`src/design/doc_comment_body_extractor_defines.svh`:
```
// Assertion macros shared by the doc comment body extractor modules.
// Needs nothing else; included by the files that carry assertions.
`ifndef DOC_COMMENT_BODY_EXTRACTOR_DEFINES_SVH
`define DOC_COMMENT_BODY_EXTRACTOR_DEFINES_SVH

// Same-cycle implication, disabled while reset is asserted (active low).
`define DCBE_ASSERT_NOW(label, clk, rst_n, ante, cons, msg) \
    label: assert property (@(posedge clk) disable iff (!(rst_n)) (ante) |-> (cons)) \
        else $error(msg);

// Next-cycle implication, disabled while reset is asserted (active low).
`define DCBE_ASSERT_NEXT(label, clk, rst_n, ante, cons, msg) \
    label: assert property (@(posedge clk) disable iff (!(rst_n)) (ante) |=> (cons)) \
        else $error(msg);

`endif

```
`src/design/dcbe_pkg.sv`:
```
// Shared types and constants of the doc comment body extractor.
// No dependencies; used by dcbe_dp, dcbe_ctrl and the top level.
`timescale 1ns / 1ps

package dcbe_pkg;

    localparam int DEF_MAX_INDENT      = 31;
    localparam int DEF_MAX_BLANK_LINES = 15;

    localparam int CH_W = 21;
    localparam int ST_W = 3;

    localparam logic [CH_W-1:0] CH_SLASH = 21'h00002F;
    localparam logic [CH_W-1:0] CH_STAR  = 21'h00002A;
    localparam logic [CH_W-1:0] CH_NL    = 21'h00000A;
    localparam logic [CH_W-1:0] CH_SP    = 21'h000020;
    localparam logic [CH_W-1:0] CH_TAB   = 21'h000009;
    localparam logic [CH_W-1:0] CH_CR    = 21'h00000D;
    localparam logic [CH_W-1:0] CH_NONE  = 21'h000000;

    localparam logic [ST_W-1:0] ST_RUNNING    = 3'd0;
    localparam logic [ST_W-1:0] ST_DONE       = 3'd1;
    localparam logic [ST_W-1:0] ST_NO_START   = 3'd2;
    localparam logic [ST_W-1:0] ST_UNKNOWN    = 3'd3;
    localparam logic [ST_W-1:0] ST_SHORT_SL   = 3'd4;
    localparam logic [ST_W-1:0] ST_SHORT_STAR = 3'd5;

    typedef enum logic [1:0] {
        CNT_HOLD,
        CNT_INC,
        CNT_CLR,
        CNT_ONE
    } t_cnt_op;

    typedef enum logic [1:0] {
        SEL_NL,
        SEL_SP,
        SEL_CH,
        SEL_NONE
    } t_emit_sel;

    typedef struct packed {
        logic            take;
        t_cnt_op         base_op;
        t_cnt_op         line_op;
        t_cnt_op         blank_op;
        logic            fin;
        logic [ST_W-1:0] fin_code;
        logic            emit_blanks;
        logic            emit_spaces;
        logic            emit_char;
        logic            load_out;
        t_emit_sel       sel;
        logic            last;
    } t_dp_cmd;

    typedef struct packed {
        logic is_slash;
        logic is_star;
        logic is_nl;
        logic is_sp;
        logic is_ws;
        logic is_cr;
        logic line_lt_base;
        logic line_zero;
        logic nl_zero;
        logic nl_one;
        logic sp_zero;
        logic sp_one;
        logic job_ch;
    } t_dp_status;

endpackage

```
`src/design/dcbe_dp.sv`:
```
// Datapath: indentation and blank-line counters, status, pending emission job
// and output register. Depends on dcbe_pkg; driven by dcbe_ctrl.
`timescale 1ns / 1ps

module dcbe_dp #(
    parameter int MAX_INDENT      = dcbe_pkg::DEF_MAX_INDENT,
    parameter int MAX_BLANK_LINES = dcbe_pkg::DEF_MAX_BLANK_LINES
) (
    input  logic                        i_clk,
    input  logic                        i_rst_n,
    input  logic [dcbe_pkg::CH_W-1:0]   i_ch,
    input  logic                        i_begin_req,
    input  dcbe_pkg::t_dp_cmd           i_cmd,
    output dcbe_pkg::t_dp_status        o_status,
    output logic [dcbe_pkg::CH_W-1:0]   o_out_char,
    output logic                        o_has_char,
    output logic [dcbe_pkg::ST_W-1:0]   o_out_status,
    output logic                        o_last
);

    localparam int IW = $clog2(MAX_INDENT + 1);
    localparam int BW = $clog2(MAX_BLANK_LINES + 1);
    localparam logic [IW-1:0] IND_MAX = IW'(MAX_INDENT);
    localparam logic [BW-1:0] BLK_MAX = BW'(MAX_BLANK_LINES);

    logic [IW-1:0]             r_base, n_base, eff_base;
    logic [IW-1:0]             r_line, n_line, eff_line;
    logic [BW-1:0]             r_blank, n_blank, eff_blank;
    logic [dcbe_pkg::ST_W-1:0] r_st, eff_st;
    logic [BW-1:0]             r_nl;
    logic [IW-1:0]             r_sp;
    logic                      r_jch;
    logic [dcbe_pkg::CH_W-1:0] r_jchar;
    logic [dcbe_pkg::CH_W-1:0] r_out_char;
    logic                      r_has_char;
    logic [dcbe_pkg::ST_W-1:0] r_out_st;
    logic                      r_last;

    // A restart request sees the counters and status at their reset values.
    assign eff_base  = i_begin_req ? '0 : r_base;
    assign eff_line  = i_begin_req ? '0 : r_line;
    assign eff_blank = i_begin_req ? '0 : r_blank;
    assign eff_st    = i_begin_req ? dcbe_pkg::ST_RUNNING : r_st;

    always_comb begin
        unique case (i_cmd.base_op)
            dcbe_pkg::CNT_INC:  n_base = (eff_base < IND_MAX) ? eff_base + 1'b1 : IND_MAX;
            dcbe_pkg::CNT_CLR:  n_base = '0;
            dcbe_pkg::CNT_ONE:  n_base = IW'(1);
            default:            n_base = eff_base;
        endcase
        unique case (i_cmd.line_op)
            dcbe_pkg::CNT_INC:  n_line = (eff_line < IND_MAX) ? eff_line + 1'b1 : IND_MAX;
            dcbe_pkg::CNT_CLR:  n_line = '0;
            dcbe_pkg::CNT_ONE:  n_line = IW'(1);
            default:            n_line = eff_line;
        endcase
        unique case (i_cmd.blank_op)
            dcbe_pkg::CNT_INC:  n_blank = (eff_blank < BLK_MAX) ? eff_blank + 1'b1 : BLK_MAX;
            dcbe_pkg::CNT_CLR:  n_blank = '0;
            dcbe_pkg::CNT_ONE:  n_blank = BW'(1);
            default:            n_blank = eff_blank;
        endcase
    end

    always_comb begin
        o_status.is_slash     = (i_ch == dcbe_pkg::CH_SLASH);
        o_status.is_star      = (i_ch == dcbe_pkg::CH_STAR);
        o_status.is_nl        = (i_ch == dcbe_pkg::CH_NL);
        o_status.is_sp        = (i_ch == dcbe_pkg::CH_SP);
        o_status.is_cr        = (i_ch == dcbe_pkg::CH_CR);
        o_status.is_ws        = (i_ch == dcbe_pkg::CH_SP) || (i_ch == dcbe_pkg::CH_NL) ||
                                (i_ch == dcbe_pkg::CH_TAB) || (i_ch == dcbe_pkg::CH_CR);
        o_status.line_lt_base = (eff_line < eff_base);
        o_status.line_zero    = (eff_line == '0);
        o_status.nl_zero      = (r_nl == '0);
        o_status.nl_one       = (r_nl == BW'(1));
        o_status.sp_zero      = (r_sp == '0);
        o_status.sp_one       = (r_sp == IW'(1));
        o_status.job_ch       = r_jch;
    end

    always_ff @(posedge i_clk) begin
        if (!i_rst_n) begin
            r_base  <= '0;
            r_line  <= '0;
            r_blank <= '0;
            r_st    <= dcbe_pkg::ST_RUNNING;
            r_nl    <= '0;
            r_sp    <= '0;
            r_jch   <= 1'b0;
        end else if (i_cmd.take) begin
            r_base  <= n_base;
            r_line  <= n_line;
            r_blank <= n_blank;
            r_st    <= i_cmd.fin ? i_cmd.fin_code : eff_st;
            r_nl    <= i_cmd.emit_blanks ? eff_blank : '0;
            r_sp    <= i_cmd.emit_spaces ? eff_line - eff_base : '0;
            r_jch   <= i_cmd.emit_char;
        end else if (i_cmd.load_out) begin
            // Drain the job: blank lines first, then spaces, then the character.
            unique case (i_cmd.sel)
                dcbe_pkg::SEL_NL: r_nl  <= r_nl - 1'b1;
                dcbe_pkg::SEL_SP: r_sp  <= r_sp - 1'b1;
                dcbe_pkg::SEL_CH: r_jch <= 1'b0;
                default:          r_jch <= 1'b0;
            endcase
        end
    end

    always_ff @(posedge i_clk) begin
        if (i_cmd.take) begin
            r_jchar <= i_ch;
        end
        if (i_cmd.load_out) begin
            unique case (i_cmd.sel)
                dcbe_pkg::SEL_NL: r_out_char <= dcbe_pkg::CH_NL;
                dcbe_pkg::SEL_SP: r_out_char <= dcbe_pkg::CH_SP;
                dcbe_pkg::SEL_CH: r_out_char <= r_jchar;
                default:          r_out_char <= dcbe_pkg::CH_NONE;
            endcase
            r_has_char <= (i_cmd.sel != dcbe_pkg::SEL_NONE);
            r_out_st   <= r_st;
            r_last     <= i_cmd.last;
        end
    end

    assign o_out_char   = r_out_char;
    assign o_has_char   = r_has_char;
    assign o_out_status = r_out_st;
    assign o_last       = r_last;

endmodule

```
`src/design/dcbe_ctrl.sv`:
```
// Controller: comment parser state machine and emission sequencer.
// Depends on dcbe_pkg and the assertion macros; commands dcbe_dp.
`timescale 1ns / 1ps
`include "doc_comment_body_extractor_defines.svh"

module dcbe_ctrl (
    input  logic                   i_clk,
    input  logic                   i_rst_n,
    input  logic                   i_valid,
    output logic                   o_ready,
    input  logic                   i_begin_req,
    output logic                   o_valid,
    input  logic                   i_ready,
    input  dcbe_pkg::t_dp_status   i_status,
    output dcbe_pkg::t_dp_cmd      o_cmd
);

    localparam logic [3:0] M_START     = 4'd0;
    localparam logic [3:0] M_START2    = 4'd1;
    localparam logic [3:0] M_DONE      = 4'd2;
    localparam logic [3:0] M_S_START   = 4'd3;
    localparam logic [3:0] M_S_INSIDE  = 4'd4;
    localparam logic [3:0] M_S_NEWLINE = 4'd5;
    localparam logic [3:0] M_S_HALF    = 4'd6;
    localparam logic [3:0] M_S_BEFORE  = 4'd7;
    localparam logic [3:0] M_M_START   = 4'd8;
    localparam logic [3:0] M_M_INSIDE  = 4'd9;
    localparam logic [3:0] M_M_NEWLINE = 4'd10;
    localparam logic [3:0] M_M_BEFORE  = 4'd11;

    logic [3:0] r_mode, n_mode, eff_mode;
    logic       r_busy;
    logic       r_out_valid;
    logic       take;
    logic       load_out;
    logic       emit_last;
    logic       do_before;
    logic [3:0] bef_nl_mode;
    logic [3:0] bef_in_mode;
    logic [dcbe_pkg::ST_W-1:0] bef_err;
    dcbe_pkg::t_emit_sel sel;
    dcbe_pkg::t_dp_cmd   cmd;

    assign eff_mode = i_begin_req ? M_START : r_mode;

    // Emission sequencer: one result per cycle while output register is free.
    assign load_out = r_busy && (!r_out_valid || i_ready);

    always_comb begin
        if (!i_status.nl_zero) begin
            sel       = dcbe_pkg::SEL_NL;
            emit_last = i_status.nl_one && i_status.sp_zero && !i_status.job_ch;
        end else if (!i_status.sp_zero) begin
            sel       = dcbe_pkg::SEL_SP;
            emit_last = i_status.sp_one && !i_status.job_ch;
        end else if (i_status.job_ch) begin
            sel       = dcbe_pkg::SEL_CH;
            emit_last = 1'b1;
        end else begin
            sel       = dcbe_pkg::SEL_NONE;
            emit_last = 1'b1;
        end
    end

    assign o_ready = !r_busy || (load_out && emit_last);
    assign take    = i_valid && o_ready;

    // Parser decisions for the request at the inputs.
    always_comb begin
        n_mode      = eff_mode;
        cmd         = '0;
        cmd.base_op = dcbe_pkg::CNT_HOLD;
        cmd.line_op = dcbe_pkg::CNT_HOLD;
        cmd.blank_op = dcbe_pkg::CNT_HOLD;
        cmd.fin_code = dcbe_pkg::ST_RUNNING;
        cmd.sel     = sel;
        do_before   = 1'b0;
        bef_nl_mode = M_S_NEWLINE;
        bef_in_mode = M_S_INSIDE;
        bef_err     = dcbe_pkg::ST_SHORT_SL;

        if (eff_mode != M_DONE && !i_status.is_cr) begin
            unique case (eff_mode)
                M_START: begin
                    if (i_status.is_slash) begin
                        n_mode = M_START2;
                    end else if (!i_status.is_ws) begin
                        cmd.fin = 1'b1;
                        cmd.fin_code = dcbe_pkg::ST_NO_START;
                    end
                end
                M_START2: begin
                    if (i_status.is_star) begin
                        n_mode = M_M_START;
                    end else if (i_status.is_slash) begin
                        n_mode = M_S_START;
                    end else begin
                        cmd.fin = 1'b1;
                        cmd.fin_code = dcbe_pkg::ST_UNKNOWN;
                    end
                end
                M_S_START: begin
                    if (i_status.is_ws) begin
                        cmd.base_op = dcbe_pkg::CNT_INC;
                    end else begin
                        cmd.emit_char = 1'b1;
                        n_mode = M_S_INSIDE;
                    end
                end
                M_S_INSIDE, M_M_INSIDE: begin
                    if (i_status.is_nl) begin
                        cmd.line_op  = dcbe_pkg::CNT_CLR;
                        cmd.blank_op = dcbe_pkg::CNT_ONE;
                        n_mode = (eff_mode == M_S_INSIDE) ? M_S_NEWLINE : M_M_NEWLINE;
                    end else begin
                        cmd.emit_char = 1'b1;
                    end
                end
                M_S_NEWLINE: begin
                    if (i_status.is_slash) begin
                        n_mode = M_S_HALF;
                    end else if (!i_status.is_ws) begin
                        cmd.fin = 1'b1;
                        cmd.fin_code = dcbe_pkg::ST_DONE;
                    end
                end
                M_S_HALF: begin
                    if (i_status.is_slash) begin
                        n_mode = M_S_BEFORE;
                    end else begin
                        cmd.fin = 1'b1;
                        cmd.fin_code = dcbe_pkg::ST_DONE;
                    end
                end
                M_S_BEFORE: begin
                    do_before = 1'b1;
                end
                M_M_START: begin
                    if (i_status.is_star) begin
                        cmd.base_op = dcbe_pkg::CNT_CLR;
                    end else if (i_status.is_ws) begin
                        cmd.base_op = dcbe_pkg::CNT_INC;
                    end else begin
                        cmd.emit_char = 1'b1;
                        n_mode = M_M_INSIDE;
                    end
                end
                M_M_NEWLINE: begin
                    if (i_status.is_star) begin
                        n_mode = M_M_BEFORE;
                    end else if (!i_status.is_ws) begin
                        cmd.fin = 1'b1;
                        cmd.fin_code = dcbe_pkg::ST_DONE;
                    end
                end
                M_M_BEFORE: begin
                    // A slash right after the star closes the block comment.
                    if (i_status.line_zero && i_status.is_slash) begin
                        cmd.fin = 1'b1;
                        cmd.fin_code = dcbe_pkg::ST_DONE;
                    end else begin
                        do_before   = 1'b1;
                        bef_nl_mode = M_M_NEWLINE;
                        bef_in_mode = M_M_INSIDE;
                        bef_err     = dcbe_pkg::ST_SHORT_STAR;
                    end
                end
                default: begin
                    cmd.fin = 1'b1;
                    cmd.fin_code = dcbe_pkg::ST_DONE;
                end
            endcase

            // Body line after a marker: count indentation, hold blank lines;
            // on text flush them; fail under base, else space-pad, pass char.
            if (do_before) begin
                if (i_status.is_sp) begin
                    cmd.line_op = dcbe_pkg::CNT_INC;
                end else if (i_status.is_nl) begin
                    cmd.blank_op = dcbe_pkg::CNT_INC;
                    cmd.line_op  = dcbe_pkg::CNT_CLR;
                    n_mode = bef_nl_mode;
                end else if (!i_status.is_ws) begin
                    cmd.emit_blanks = 1'b1;
                    cmd.blank_op    = dcbe_pkg::CNT_CLR;
                    if (i_status.line_lt_base) begin
                        cmd.fin = 1'b1;
                        cmd.fin_code = bef_err;
                    end else begin
                        cmd.emit_spaces = 1'b1;
                        cmd.emit_char   = 1'b1;
                        cmd.line_op     = dcbe_pkg::CNT_CLR;
                        n_mode = bef_in_mode;
                    end
                end
            end
        end

        if (cmd.fin) begin
            n_mode = M_DONE;
        end
        cmd.take     = take;
        cmd.load_out = load_out;
        cmd.last     = emit_last;
    end

    assign o_cmd   = cmd;
    assign o_valid = r_out_valid;

    always_ff @(posedge i_clk) begin
        if (!i_rst_n) begin
            r_mode      <= M_START;
            r_busy      <= 1'b0;
            r_out_valid <= 1'b0;
        end else begin
            if (take) begin
                r_mode <= n_mode;
            end
            if (take) begin
                r_busy <= 1'b1;
            end else if (load_out && emit_last) begin
                r_busy <= 1'b0;
            end
            if (load_out) begin
                r_out_valid <= 1'b1;
            end else if (i_ready) begin
                r_out_valid <= 1'b0;
            end
        end
    end

    `DCBE_ASSERT_NOW(a_take_only_at_job_end, i_clk, i_rst_n, take && r_busy, load_out && emit_last, "request taken while job still has results")
    `DCBE_ASSERT_NEXT(a_idle_after_last, i_clk, i_rst_n, load_out && emit_last && !take, !r_busy, "sequencer busy after last result")
    `DCBE_ASSERT_NOW(a_empty_only_for_empty_job, i_clk, i_rst_n, load_out && sel == dcbe_pkg::SEL_NONE, i_status.nl_zero && i_status.sp_zero && !i_status.job_ch, "empty result from a job with pending output")
    `DCBE_ASSERT_NOW(a_done_is_silent, i_clk, i_rst_n, take && r_mode == M_DONE && !i_begin_req, !cmd.emit_char && !cmd.emit_spaces && !cmd.emit_blanks && !cmd.fin, "finished parser acted on input")

endmodule

```
`src/design/doc_comment_body_extractor.sv`:
```
// Top level of the doc comment body extractor.
// Depends on dcbe_pkg, dcbe_ctrl and dcbe_dp.
`timescale 1ns / 1ps
// Usage:
//   Input channel (i_valid / o_ready) takes one source character per request:
//   i_ch is the codepoint, i_begin_req restarts the parser before that
//   character is handled. Output channel (o_valid / i_ready) delivers the
//   results of each request in order: o_out_char with o_has_char, the status
//   after the request (o_status) and o_last on the final result of it.
//   A request that emits nothing still yields one result with o_has_char low.
// Results and throughput:
//   A request's first result passes the dcbe_dp job registers, then the output
//   register. The emission sequencer in dcbe_ctrl yields one result for plain
//   text, 1 + held blank lines + extra indentation spaces for the first
//   character of a continuation line. The next request is accepted in the same
//   cycle as the previous one's last result moves into the output register,
//   so plain text runs at one per cycle while i_ready stays high.
// Reset:
//   Synchronous, active low. Parser returns to the start state, counters and
//   status clear, no result is pending.
// Stalls:
//   When i_ready is low the output register holds its result; the pending job
//   waits and o_ready drops once the job still has results left to send.
module doc_comment_body_extractor #(
    parameter int MAX_INDENT      = dcbe_pkg::DEF_MAX_INDENT,
    parameter int MAX_BLANK_LINES = dcbe_pkg::DEF_MAX_BLANK_LINES
) (
    input  logic                        i_clk,
    input  logic                        i_rst_n,
    input  logic                        i_valid,
    output logic                        o_ready,
    input  logic [dcbe_pkg::CH_W-1:0]   i_ch,
    input  logic                        i_begin_req,
    output logic                        o_valid,
    input  logic                        i_ready,
    output logic [dcbe_pkg::CH_W-1:0]   o_out_char,
    output logic                        o_has_char,
    output logic [dcbe_pkg::ST_W-1:0]   o_status,
    output logic                        o_last
);

    // Command and status between controller and datapath.
    dcbe_pkg::t_dp_cmd    dp_cmd;
    dcbe_pkg::t_dp_status dp_status;

    dcbe_ctrl u_ctrl (
        .i_clk       (i_clk),
        .i_rst_n     (i_rst_n),
        .i_valid     (i_valid),
        .o_ready     (o_ready),
        .i_begin_req (i_begin_req),
        .o_valid     (o_valid),
        .i_ready     (i_ready),
        .i_status    (dp_status),
        .o_cmd       (dp_cmd)
    );

    dcbe_dp #(
        .MAX_INDENT      (MAX_INDENT),
        .MAX_BLANK_LINES (MAX_BLANK_LINES)
    ) u_dp (
        .i_clk        (i_clk),
        .i_rst_n      (i_rst_n),
        .i_ch         (i_ch),
        .i_begin_req  (i_begin_req),
        .i_cmd        (dp_cmd),
        .o_status     (dp_status),
        .o_out_char   (o_out_char),
        .o_has_char   (o_has_char),
        .o_out_status (o_status),
        .o_last       (o_last)
    );

endmodule
```
`config.mk`:
```
export PLATFORM = sky130hd
export DESIGN_NAME = doc_comment_body_extractor
export DESIGN_NICKNAME = d
export VERILOG_FILES = /design/src/design/dcbe_pkg.sv /design/src/design/dcbe_dp.sv /design/src/design/dcbe_ctrl.sv /design/src/design/doc_comment_body_extractor.sv
export VERILOG_INCLUDE_DIRS = /design/src /design/src/design
export SDC_FILE = /design/constraint.sdc
export NUM_CORES = 1
export LEC_CHECK = 0
export ABC_AREA = 1
export BUFFER_PORTS_ARGS = -buffer_cell sky130_fd_sc_hd__buf_4
export CAP_MARGIN = 20
export CORE_ASPECT_RATIO = 0.7
export CORE_MARGIN = 2
export CORE_UTILIZATION = 45
export CTS_BUF_LIST = sky130_fd_sc_hd__clkbuf_16
export DETAILED_ROUTE_END_ITERATION = 8
export SETUP_SLACK_MARGIN = 0.15
export SYNTH_ARGS = -nofsm -noshare
export SYNTH_HDL_FRONTEND = slang
export SYNTH_SLANG_ARGS = --single-unit
export TNS_END_PERCENT = 20
```
`constraint.sdc`:
```
create_clock -name i_clk -period 2.6 [get_ports i_clk]
set_input_delay 0.13 -clock i_clk [delete_from_list [all_inputs] [get_ports i_clk]]
set_output_delay 0.13 -clock i_clk [all_outputs]
set_load 0.1 [all_outputs]
```
==> flow_summary.ini <==
[status]
status = finished, final reports clean

[clocking]
cts_max_level = 3
cts.clk_slew.worst_paths_ps = 60
clockBufferDepth = 2
insertion_delay_ps = 340
cts_tree = built
clock_sinks = 80
cts-root-buf = clkbuf_16
cts_buffers = 9

[floorplanning]
coreArea_sq_mm = 0.0104
num_io_pins = 54
dieArea_sq_mm = 0.0117
fp.dieW_um = 128
dieHeight_um = 91.1
start_util = 0.467
row_count = 31

[timing]
slew_headroom = 0.440
fin_crit_ps = 2310
hold_violations = 0
period_share = 0.890
maxClockFrequency_mhz = 432
hold_ws_ps = 91.9
tightest_slew_ps = 840
rsz0062_at_grt = yes
skew_ps = 5.63
slew_violations = 0
finalSetupTns_ps = 0
setup_viol = 0

[pwr]
power.density_mw_per_mm2 = 641
p_total_mw = 3.92
leakage_nw = 2.78
ir_worst_vdd_uv = 332

[synth]
yosysWarnings = 0
ys_types = 41
synth_seq_area_share = 0.425
syn_avg_cell_area_sq_um = 7.58
netlist.area_leader.share = 0.290
synth_area_leaders = edfxtp_1 29%, dfxtp_1 14%, nand2_1 9.2%
synthesis.area_sq_mm = 0.00487
synth_nets = 684
synth_seq_cells = 80
synth_largest_area_cell = edfxtp_1
syn_inst = 643

[global_route]
use_met3 = 0.0454
grtUsageMet1 = 0.338
grt_start_max_net_pins = 27
grt_pass1_wl_um = 19700
overflow = 0
grt_use_met2 = 0.294
track_usage = 0.214
antenna_found_initial = 0
grt_pass1_vias = 3980
grt.busiest_layer = met1

[routing]
vias = 4467
drt-vias-per-instance = 5.16
first_pass_iters = 4
drc = 0
finalWirelength_um = 12200
antenna_left = 0
post_drt_wl_per_cell_um = 14.0
drt-initial-drc-count = 339

[critical_path]
crit_slowest_cell = dlygate4sd3_1
crit_chain = dlygate4sd3_1 -> buf_4 -> nor2_1 -> inv_1 -> nor2_2 -> nand2_2 -> nor2_2 -> nand2_2 -> nand2_4 -> nand2_8 -> inv_6 -> nand2_4 -> o21ai_4 -> inv_2 -> nor2_4 -> nand3_1 -> a21oi_1
required_ps = 2850
endpoint_kind = flip-flop
slowest_delay_ps = 550
cp_data_arrival_time_ps = 2560
startpoint_type = input pin
crit_fanout = 7
path_class = in -> reg

[flow_run]
drv_cap = 0

[finish]
ff_latch_area_sq_mm = 0.00208
syn_to_final_growth_pct = 25.5
nets = 770
num-fill-cells = 936
drive_gt1_frac = 0.203
multiInputGateArea_sq_mm = 0.00238
diodes = 0

[placed_design]
port_buffers = 53
gp_congestion = 0.874
dp_hpwl_um = 9320

[hold_path]
hp-class = in -> reg
-- layout make-up --
cell class | instances | area share
Multi-Input combinational cell | 440 | 0.389
Timing Repair Buffer | 86 | 0.116
Tap cell | 132 | 0.0270
Clock buffer | 9 | 0.0368
Clock inverter | 7 | 0.0207
Sequential cell | 80 | 0.339
Inverter | 112 | 0.0710
-- power by group --
part / leakage [nW] / internal, mW / total, mW / switching [mW]
Sequential: 0.723 / 1.46 / 1.52 / 0.0513
Combinational: 1.89 / 0.261 / 0.918 / 0.657
Clock: 0.168 / 0.950 / 1.48 / 0.535
Total: 2.78 / 2.67 / 3.92 / 1.24
-- cell usage after synthesis, drive strengths merged --
cell type,count
ha,14
o211ai,4
nor3,8
clkbuf,5
buf,6
inv,112
edfxtp,47
nor2,105
a21boi,1
fa,1
o211a,1
or2,2
dfxtp,33
o21ai,43
xor2,9
o41ai,1
a22oi,1
a31oi,6
nand3,58
nand3b,1
a21oi,36
nand2,138
nand4,7
o22ai,4
-- layer usage --
metal	routed length (um)	share of wire
met1	6180	0.51
met5	0	0
met4	102	0.0084
met2	4960	0.41
met3	910	0.075
-- critical path: cells and delay by family --
kind / cells / cell delay, ps
buffers and inverters: 5 / 940
and+or+nand+nor: 10 / 1240
AOI/OAI and AO/OA: 2 / 260
-- through the flow --
step | setup WS, ps | cell area [sq um] | utilization | instances
global placement | 313 | 5480 | 0.525 | 827
finish | 287 | 6120 | 0.586 | 866
floorplan | 152 | 4900 | - | 643
CTS | 192 | 6030 | 0.578 | 863
global route | 96.8 | 6120 | 0.586 | 866
detailed placement | 191 | 5480 | 0.525 | 827
-- placed cells by master (no fill, tap or decap), types with 2 or more instances in the layout --
| master | count |
|---|---|
| o21ai_1 | 12 |
| clkbuf_16 | 9 |
| o21ai_2 | 3 |
| dfxtp_1 | 32 |
| nor2_2 | 10 |
| clkinvlp_4 | 2 |
| nand3_1 | 51 |
| nand2_2 | 11 |
| nor3_1 | 7 |
| a21oi_2 | 2 |
| dlygate4sd3_1 | 21 |
| ha_1 | 13 |
| nand2_4 | 7 |
| o21ai_0 | 26 |
| o211ai_1 | 4 |
| nor2_1 | 89 |
| nand3_2 | 7 |
| a31oi_1 | 6 |
| bufinv_16 | 3 |
| inv_1 | 99 |
| xor2_1 | 9 |
| nand4_1 | 7 |
| inv_2 | 9 |
| nor2_4 | 6 |
| o21ai_4 | 2 |
| o22ai_1 | 4 |
| buf_4 | 64 |
| inv_6 | 2 |
| edfxtp_1 | 47 |
| nand2_1 | 118 |
| inv_4 | 2 |
| or2_2 | 2 |
| nand2_8 | 2 |
| a21oi_1 | 34 |
-- state kept, by name, indices dropped and copies added, names as in the netlist --
name	flops
u_dp.o_has_char	1
u_dp.r_jch	1
u_dp.r_blank	4
u_ctrl.r_mode	4
u_dp.o_last	1
u_dp.r_line	5
u_dp.o_out_char	21
u_dp.r_st	3
u_dp.r_jchar	21
u_dp.o_out_status	3
u_dp.r_nl	4
u_ctrl.o_valid	1
u_dp.r_sp	5
u_dp.r_base	5
u_ctrl.r_busy	1
-- kinds of logic after synthesis --
kind of cell	share of synthesized area
compound gates	0.112
fa+ha+maj	0.0401
buf+inv	0.102
flops	0.425
xor+xnor	0.0162
simple gates	0.304
-- timing repair --
| action | in CTS | in global routing |
|---|---|---|
| gates resized for setup | 0 | 16 |
| hold endpoints to repair | 20 | 1 |
| hold buffers | 20 | 1 |
| buffers inserted | 0 | 2 |
| setup endpoints to repair | 0 | 20 |
-- path summary, 6_finish.rpt --
check | start | endpoint | slack (ps) | cells past startpoint
max | i_ch[9] | u_dp.r_blank[2] | 290 | 17
min | i_rst_n | u_dp.r_jch | 90 | 3
max reg2reg | u_dp.r_base[2] | u_dp.r_sp[3] | 400 | 16
min reg2reg | u_dp.r_st[0] | u_dp.o_out_status[0] | 440 | 0
Note: power is estimated with default switching activity, not from simulation.
